--- config.mk ---
export PLATFORM = sky130hd
export DESIGN_NAME = spi_master_word_transfer
export DESIGN_NICKNAME = d
export VERILOG_FILES = /design/src/sv/spi_mwt_pkg.sv /design/src/sv/spi_master_word_transfer.sv
export SDC_FILE = /design/constraint.sdc
export NUM_CORES = 1
export LEC_CHECK = 0
export BUFFER_PORTS_ARGS = -buffer_cell sky130_fd_sc_hd__buf_2
export CAP_MARGIN = 10
export CELL_PAD_IN_SITES_DETAIL_PLACEMENT = 0
export CELL_PAD_IN_SITES_GLOBAL_PLACEMENT = 2
export CORE_MARGIN = 4
export CORE_UTILIZATION = 37
export DETAILED_ROUTE_END_ITERATION = 8
export PLACE_DENSITY = 0.87
export RECOVER_POWER = 25
export SYNTH_ARGS = -nofsm -noshare
export SYNTH_HDL_FRONTEND = slang
export SYNTH_SLANG_ARGS = --single-unit
--- constraint.sdc ---
create_clock -name clk -period 3.5 [get_ports clk]
set_input_delay 0.35 -clock clk [delete_from_list [all_inputs] [get_ports clk]]
set_output_delay 0.35 -clock clk [all_outputs]
set_load 0.02 [all_outputs]
--- src/sv/spi_mwt_pkg.sv ---
// shared types and constants for the spi master word transfer block
package spi_mwt_pkg;

  // configuration register indexes
  localparam logic [1:0] CFG_DIVIDER_SELECT = 2'd0;
  localparam logic [1:0] CFG_SPI_MODE       = 2'd1;
  localparam logic [1:0] CFG_LSB_FIRST      = 2'd2;

  localparam int CfgAddrW = 2;
  localparam int CfgDataW = 3;

  // largest divider code that is honored (divide by 128)
  localparam logic [2:0] DIV_SEL_MAX   = 3'd6;
  localparam logic [2:0] DIV_SEL_RESET = 3'd6;

  typedef struct packed {
    logic        start_req;
    logic [2:0]  byte_count;
    logic [31:0] tx_word;
    logic        miso;
  } spi_mwt_in_t;

  typedef struct packed {
    logic        sclk;
    logic        mosi;
    logic        busy_res;
    logic        done_res;
    logic [31:0] rx_word;
  } spi_mwt_out_t;

endpackage

--- src/sv/spi_master_word_transfer.sv ---
// spi master shift engine: one transaction per system tick, word of 1 to MAX_BYTES bytes
//
// usage:
//   - input channel (in_valid/in_ready/in_data): one transaction is one system
//     tick carrying start_req, byte_count, tx_word and the sampled miso level
//   - result channel (out_valid/out_ready/out_data): exactly one result per
//     input transaction with sclk, mosi, busy, a one-tick done pulse and rx_word
//   - config port (cfg_we/cfg_addr/cfg_wdata): divider, spi mode, bit order;
//     latched into the engine when a transfer starts, cpol also sets idle sclk
//   - the result of a transaction is registered, seen in the cycle after acceptance
//   - throughput: one transaction per cycle while results are taken, set by the
//     single state update between the input handshake and the output register
//   - a stalled receiver holds the output register; a new transaction is still
//     taken in the cycle the held result leaves
//   - reset: idle, sclk low, divider 128, mode 0, msb first, output empty
//   - sclk period is 2 << divider ticks; a start while busy is ignored
module spi_master_word_transfer
  import spi_mwt_pkg::*;
#(
  parameter int MAX_BYTES = 4
) (
  input  logic                clk,
  input  logic                rst_n,
  input  logic                in_valid,
  output logic                in_ready,
  input  spi_mwt_in_t         in_data,
  output logic                out_valid,
  input  logic                out_ready,
  output spi_mwt_out_t        out_data,
  input  logic                cfg_we,
  input  logic [CfgAddrW-1:0] cfg_addr,
  input  logic [CfgDataW-1:0] cfg_wdata
);

  localparam int W   = MAX_BYTES * 8;          // shift register width
  localparam int BLW = $clog2(W + 1);          // bits left counter width
  localparam int CW  = $clog2(MAX_BYTES + 1);  // latched byte count width

  // configuration registers
  logic [2:0] cfg_div_r;
  logic [1:0] cfg_mode_r;
  logic       cfg_lsb_r;

  // engine state
  logic [6:0]     tick_r, tick_nxt;
  logic [BLW-1:0] bits_left_r, bits_left_nxt;
  logic [W-1:0]   tx_r, tx_nxt;
  logic [W-1:0]   rx_r, rx_nxt;
  logic           sclk_r, sclk_nxt;
  logic           active_r, active_nxt;
  logic [CW-1:0]  count_r, count_nxt;
  logic           lat_lsb_r, lat_lsb_nxt;
  logic [1:0]     lat_mode_r, lat_mode_nxt;
  logic [2:0]     lat_div_r, lat_div_nxt;

  // output register
  logic         out_valid_r, out_valid_nxt;
  spi_mwt_out_t out_data_r, out_data_nxt;

  logic accept;

  assign in_ready  = !out_valid_r || out_ready;
  assign accept    = in_valid && in_ready;
  assign out_valid = out_valid_r;
  assign out_data  = out_data_r;

  // configuration writes
  always_ff @(posedge clk) begin
    if (!rst_n) begin
      cfg_div_r  <= DIV_SEL_RESET;
      cfg_mode_r <= '0;
      cfg_lsb_r  <= 1'b0;
    end else if (cfg_we) begin
      case (cfg_addr)
        CFG_DIVIDER_SELECT: cfg_div_r  <= cfg_wdata[2:0];
        CFG_SPI_MODE:       cfg_mode_r <= cfg_wdata[1:0];
        CFG_LSB_FIRST:      cfg_lsb_r  <= cfg_wdata[0];
        default: ;
      endcase
    end
  end

  // next state and result for one tick
  always_comb begin
    logic [6:0]    tick_inc;
    logic [6:0]    half;
    logic [W-1:0]  rx_smp;
    logic [W-1:0]  rx_fin;
    logic [W-1:0]  rx_recv;
    logic [W-1:0]  word_ext;
    logic [W-1:0]  word_msk;
    logic [W-1:0]  tx_load;
    logic [63:0]   word64;
    logic [63:0]   recv64;
    logic [CW-1:0] cnt_sat;
    logic [BLW-1:0] bl_dec;
    logic          done;
    logic [31:0]   rxw;

    tick_nxt      = tick_r;
    bits_left_nxt = bits_left_r;
    tx_nxt        = tx_r;
    rx_nxt        = rx_r;
    sclk_nxt      = sclk_r;
    active_nxt    = active_r;
    count_nxt     = count_r;
    lat_lsb_nxt   = lat_lsb_r;
    lat_mode_nxt  = lat_mode_r;
    lat_div_nxt   = lat_div_r;
    done          = 1'b0;
    rxw           = '0;

    tick_inc = tick_r + 7'd1;
    half     = 7'd1 << lat_div_r;

    // miso sample into the receive register
    rx_smp = lat_lsb_r ? {in_data.miso, rx_r[W-1:1]} : {rx_r[W-2:0], in_data.miso};

    // contents at the last trailing edge: only cpha 1 samples there
    rx_fin = lat_mode_r[0] ? rx_smp : rx_r;

    // received word: lsb first sits at the top, msb first at the bottom
    rx_recv = '0;
    for (int b = 1; b <= MAX_BYTES; b++) begin
      if (count_r == CW'(b)) begin
        if (lat_lsb_r) begin
          rx_recv = rx_fin >> ((MAX_BYTES - b) * 8);
        end else begin
          rx_recv = rx_fin & (W'({W{1'b1}}) >> ((MAX_BYTES - b) * 8));
        end
      end
    end
    recv64 = 64'(rx_recv);

    bl_dec = (bits_left_r != '0) ? bits_left_r - BLW'(1) : bits_left_r;

    // byte count clamp to 1..MAX_BYTES
    if (in_data.byte_count == 3'd0) begin
      cnt_sat = CW'(1);
    end else if ({1'b0, in_data.byte_count} > 4'(MAX_BYTES)) begin
      cnt_sat = CW'(MAX_BYTES);
    end else begin
      cnt_sat = CW'(in_data.byte_count);
    end

    // load value for the transmit register
    word64   = {32'b0, in_data.tx_word};
    word_ext = word64[W-1:0];
    word_msk = '0;
    tx_load  = '0;
    for (int b = 1; b <= MAX_BYTES; b++) begin
      if (cnt_sat == CW'(b)) begin
        word_msk = word_ext & (W'({W{1'b1}}) >> ((MAX_BYTES - b) * 8));
        tx_load  = cfg_lsb_r ? word_msk : (word_msk << ((MAX_BYTES - b) * 8));
      end
    end

    if (accept) begin
      if (active_r) begin
        if (tick_inc >= half) begin
          tick_nxt = '0;
          sclk_nxt = ~sclk_r;
          if (sclk_r == lat_mode_r[1]) begin
            // leading edge
            if (!lat_mode_r[0]) begin
              rx_nxt = rx_smp;
            end
          end else begin
            // trailing edge
            if (lat_mode_r[0]) begin
              rx_nxt = rx_smp;
            end
            tx_nxt        = lat_lsb_r ? (tx_r >> 1) : (tx_r << 1);
            bits_left_nxt = bl_dec;
            if (bl_dec == '0) begin
              active_nxt = 1'b0;
              done       = 1'b1;
              rxw        = recv64[31:0];
            end
          end
        end else begin
          tick_nxt = tick_inc;
        end
      end else if (in_data.start_req) begin
        count_nxt     = cnt_sat;
        lat_lsb_nxt   = cfg_lsb_r;
        lat_mode_nxt  = cfg_mode_r;
        lat_div_nxt   = (cfg_div_r > DIV_SEL_MAX) ? DIV_SEL_MAX : cfg_div_r;
        tx_nxt        = tx_load;
        rx_nxt        = '0;
        bits_left_nxt = BLW'({cnt_sat, 3'b000});
        tick_nxt      = '0;
        sclk_nxt      = cfg_mode_r[1];
        active_nxt    = 1'b1;
      end

      // idle clock follows the live polarity setting
      if (!active_nxt) begin
        sclk_nxt = cfg_mode_r[1];
        tick_nxt = '0;
      end
    end

    out_data_nxt.sclk     = sclk_nxt;
    out_data_nxt.mosi     = active_nxt ? (lat_lsb_nxt ? tx_nxt[0] : tx_nxt[W-1]) : 1'b0;
    out_data_nxt.busy_res = active_nxt;
    out_data_nxt.done_res = done;
    out_data_nxt.rx_word  = rxw;

    // output register holds until taken
    if (accept) begin
      out_valid_nxt = 1'b1;
    end else if (out_ready) begin
      out_valid_nxt = 1'b0;
    end else begin
      out_valid_nxt = out_valid_r;
    end
  end

  always_ff @(posedge clk) begin
    if (!rst_n) begin
      tick_r      <= '0;
      bits_left_r <= '0;
      tx_r        <= '0;
      rx_r        <= '0;
      sclk_r      <= 1'b0;
      active_r    <= 1'b0;
      count_r     <= CW'(1);
      lat_lsb_r   <= 1'b0;
      lat_mode_r  <= '0;
      lat_div_r   <= '0;
      out_valid_r <= 1'b0;
    end else begin
      tick_r      <= tick_nxt;
      bits_left_r <= bits_left_nxt;
      tx_r        <= tx_nxt;
      rx_r        <= rx_nxt;
      sclk_r      <= sclk_nxt;
      active_r    <= active_nxt;
      count_r     <= count_nxt;
      lat_lsb_r   <= lat_lsb_nxt;
      lat_mode_r  <= lat_mode_nxt;
      lat_div_r   <= lat_div_nxt;
      out_valid_r <= out_valid_nxt;
    end
  end

  // result payload, loaded with each transaction
  always_ff @(posedge clk) begin
    if (accept) begin
      out_data_r <= out_data_nxt;
    end
  end

endmodule

==> flow_summary.yaml <==
clocking:
  path_clk_slew_ns: 0.06
  cts_hold_buf: 0
  root_buffer: "clkbuf_16"
  clk_latency_ns: 0.42
  post_cts_buffers: 0
  clockBufferDepth: 2
  cts_tree: "built"
  numCtsBuffers: 17
  h-tree-depth: 4
  cts_resized: 0
  cts_sinks: 131
sta:
  worst_slew_pin_slew_ns: 1.25
  drv_slew: 0
  hold-worst-slack_ns: 0.161
  fin_crit_ns: 3.12
  setup_viol: 0
  timing.final.crit_share_pct: 89.1
  fin_skew_ns: 0.0137
  fin_setup_tns_ns: 0
  hold_viol_final: 0
  rsz0062_at_grt: "no"
  clock.fmax_mhz: 321
  slew_headroom_pct: 16.7
worst_setup_path:
  critPathMaxFanout: 28
  cpMaxStageDelayCell: "nor3_4"
  required_ns: 3.65
  crit_top_cell: "ha_1"
  critPathCaptureType: "flip-flop"
  crit_type: "flip-flop to flip-flop"
  crit_chain: "ha_1 -> nand3_1 -> xnor2_1 -> ha_1 -> nand4_1 -> nor2_1 -> a211oi_4 -> nor3_4 -> o221a_2 -> a21oi_1"
  start_kind: "flip-flop"
  cp_data_arrival_time_ns: 3.27
  crit_path_max_incr_delay_ns: 0.74
synthesis:
  synth_top_cell_by_area: "dfxtp_1"
  synth_nets: 1057
  yosys.cell_types.count: 69
  synth_edf_count: 36
  synth-warning-count: 0
  synthTopCellsByArea: "dfxtp_1 (22%), edfxtp_1 (13%), mux2_2 (7.3%)"
  syn_area_per_cell_sq_um: 8.48
  synth_top_area_share_pct: 22.4
  synthFlopType: "dfxtp_1"
  syn_area_sq_um: 8480
  synth_common_cells: "o21ai_0 (114), dfxtp_1 (95), nand2_1 (95)"
  netlist_instances: 1000
  async_reset_ff_share_pct: 0
  seq_area_frac_synth_pct: 35.2
  ys_seq_elements: 131
  yosysMostFrequentCell: "o21ai_0"
finish:
  final_cells: 1340
  layout.nets: 1099
  diodes: 0
  design_area_sq_um: 9670
  area_growth_pct: 14.0
  post-route-util_pct: 42.8
  fillers: 2299
  drive_gt1_share_pct: 16.0
power:
  p_sw_mw: 1.09
  p_int_mw: 3.01
  p_seq_share_pct: 40.8
  p_per_area_nw_per_um2: 424
  clkPwrFrac_pct: 46.4
  vdd_drop_max_mv: 0.278
  netSwitchingFraction_pct: 26.6
  leakage_nw: 3.27
  combPwrFrac_pct: 12.8
routing:
  ant_nets: 0
  remaining_drc_errors: 0
  wl_per_cell_um: 18.7
  vias_per_cell: 5.79
  drt_iter0_drc: 657
  dr_total_vias: 7760
  dr.pass1.iters: 6
  postRouteWirelength_um: 25000
floorplan:
  dieArea_sq_um: 25400
  rows: 55
  die_w_um: 159
  coreArea_sq_um: 22600
  die-height_um: 159
  initial_core_util_pct: 37.6
  io_pins: 85
grt:
  grt_pass1_vias: 7154
  grt_antenna_before_repair: 0
  grt_max_degree: 50
  grt_overflow: 0
  grt_pass1_wl_um: 40200
  grt.total_usage_pct: 19.1
status:
  status: "finished, final reports clean"
place:
  place.gp.congestion: 0.814
  dpl.hpwl_um: 16900
  dpl-instance-area_sq_um: 9090
  io_buffers: 84
  dp_cells: 1308
run:
  max_cap_viol_count: 0
min_path:
  hold_path.class: "input port to flip-flop"
power groups by stage:
stage | Clock, mW | Combinational (mW) | Sequential [mW]
2_1_floorplan | 0 | 0.344 | 1.71
3_3_place_gp | 0 | 0.525 | 1.70
3_5_place_dp | 0 | 0.527 | 1.70
4_1_cts | 1.94 | 0.530 | 1.67
5_1_grt | 1.99 | 0.577 | 1.68
6_report | 1.90 | 0.523 | 1.67
worst max-delay path, delay by kind of cell, from the launching register on:
family / cells / cell delay, ns
AO/OA/AOI/OAI: 3 / 0.54
AND/OR/NAND/NOR: 4 / 1.16
flip-flops: 1 / 0.40
adder cells (fa/ha/maj): 2 / 0.58
XOR/XNOR: 1 / 0.16
final cells by class:
type                            count  area, sq um  share of cell area, %
Sequential cell                   131         2990                   30.9
Multi-Input combinational cell    774         5110                   52.8
Clock inverter                     11          150                   1.55
Inverter                           11         41.3                  0.427
Clock buffer                       21          483                   5.00
Tap cell                          285          357                   3.69
Timing Repair Buffer              107          539                   5.58
layout by cell type, fill, tap and decap left out, drive strengths merged, types with 9 or more instances in the layout:
master,netlist,final
a22oi,9,9
a21oi,75,75
a31oi,10,10
edfxtp,36,36
buf,32,66
o221ai,12,12
and2,23,23
o22ai,23,23
ha,10,10
mux2i,55,55
a211o,9,9
nand2,95,95
nand2b,21,21
o21a,16,16
nand4,24,24
nand3,16,16
o21ai,117,117
mux2,55,55
clkbuf,52,62
a21boi,20,20
inv,10,11
a211oi,13,13
dfxtp,95,95
nor2,70,70
nand3b,16,16
registers in the layout (all words and copies together) (netlist names), 3 cells and up:
signal / flops
rx_r: 32
bits_left_r: 6
lat_div_r: 3
tick_r: 7
tx_r: 32
cfg_div_r: 3
count_r: 3
out_data: 36
metrics by stage:
stage / power (mW) / setup WS (ns)
6_report: 4.10 / 0.383
5_1_grt: 4.25 / 0.0138
4_1_cts: 4.14 / 0.351
3_5_place_dp: 2.23 / 0.370
3_3_place_gp: 2.23 / 0.448
2_1_floorplan: 2.06 / 0.801
per-layer routing:
| metal | vias to the layer above | track usage (%) | wire length, um |
|---|---|---|---|
| met1 | 3683 | 28.1 | 12200 |
| met2 | 229 | 29.1 | 11100 |
| met5 | - | 0 | 0 |
| met3 | 22 | 3.24 | 1280 |
| met4 | 0 | 5.17 | 356 |
| li1 | 3826 | - | - |
cell families after synthesis:
logic type	share of synthesized area [%]
multiplexers	13.8
AO/OA/AOI/OAI	26.5
buffers and inverters	4.81
XOR/XNOR	1.02
flip-flops	35.2
AND/OR/NAND/NOR	17.3
adder cells (fa/ha/maj)	1.48
worst paths after layout:
path,cells after the start,startpoint,slack (ns),endpoint
max,10,tick_r[0],0.38,out_data[35]
min,3,cfg_wdata[2],0.16,cfg_div_r[2]
max reg2reg,10,tick_r[0],0.38,out_data[35]
min reg2reg,2,cfg_mode_r[0],0.45,lat_mode_r[0]
Note: power is estimated with default switching activity, not from simulation.
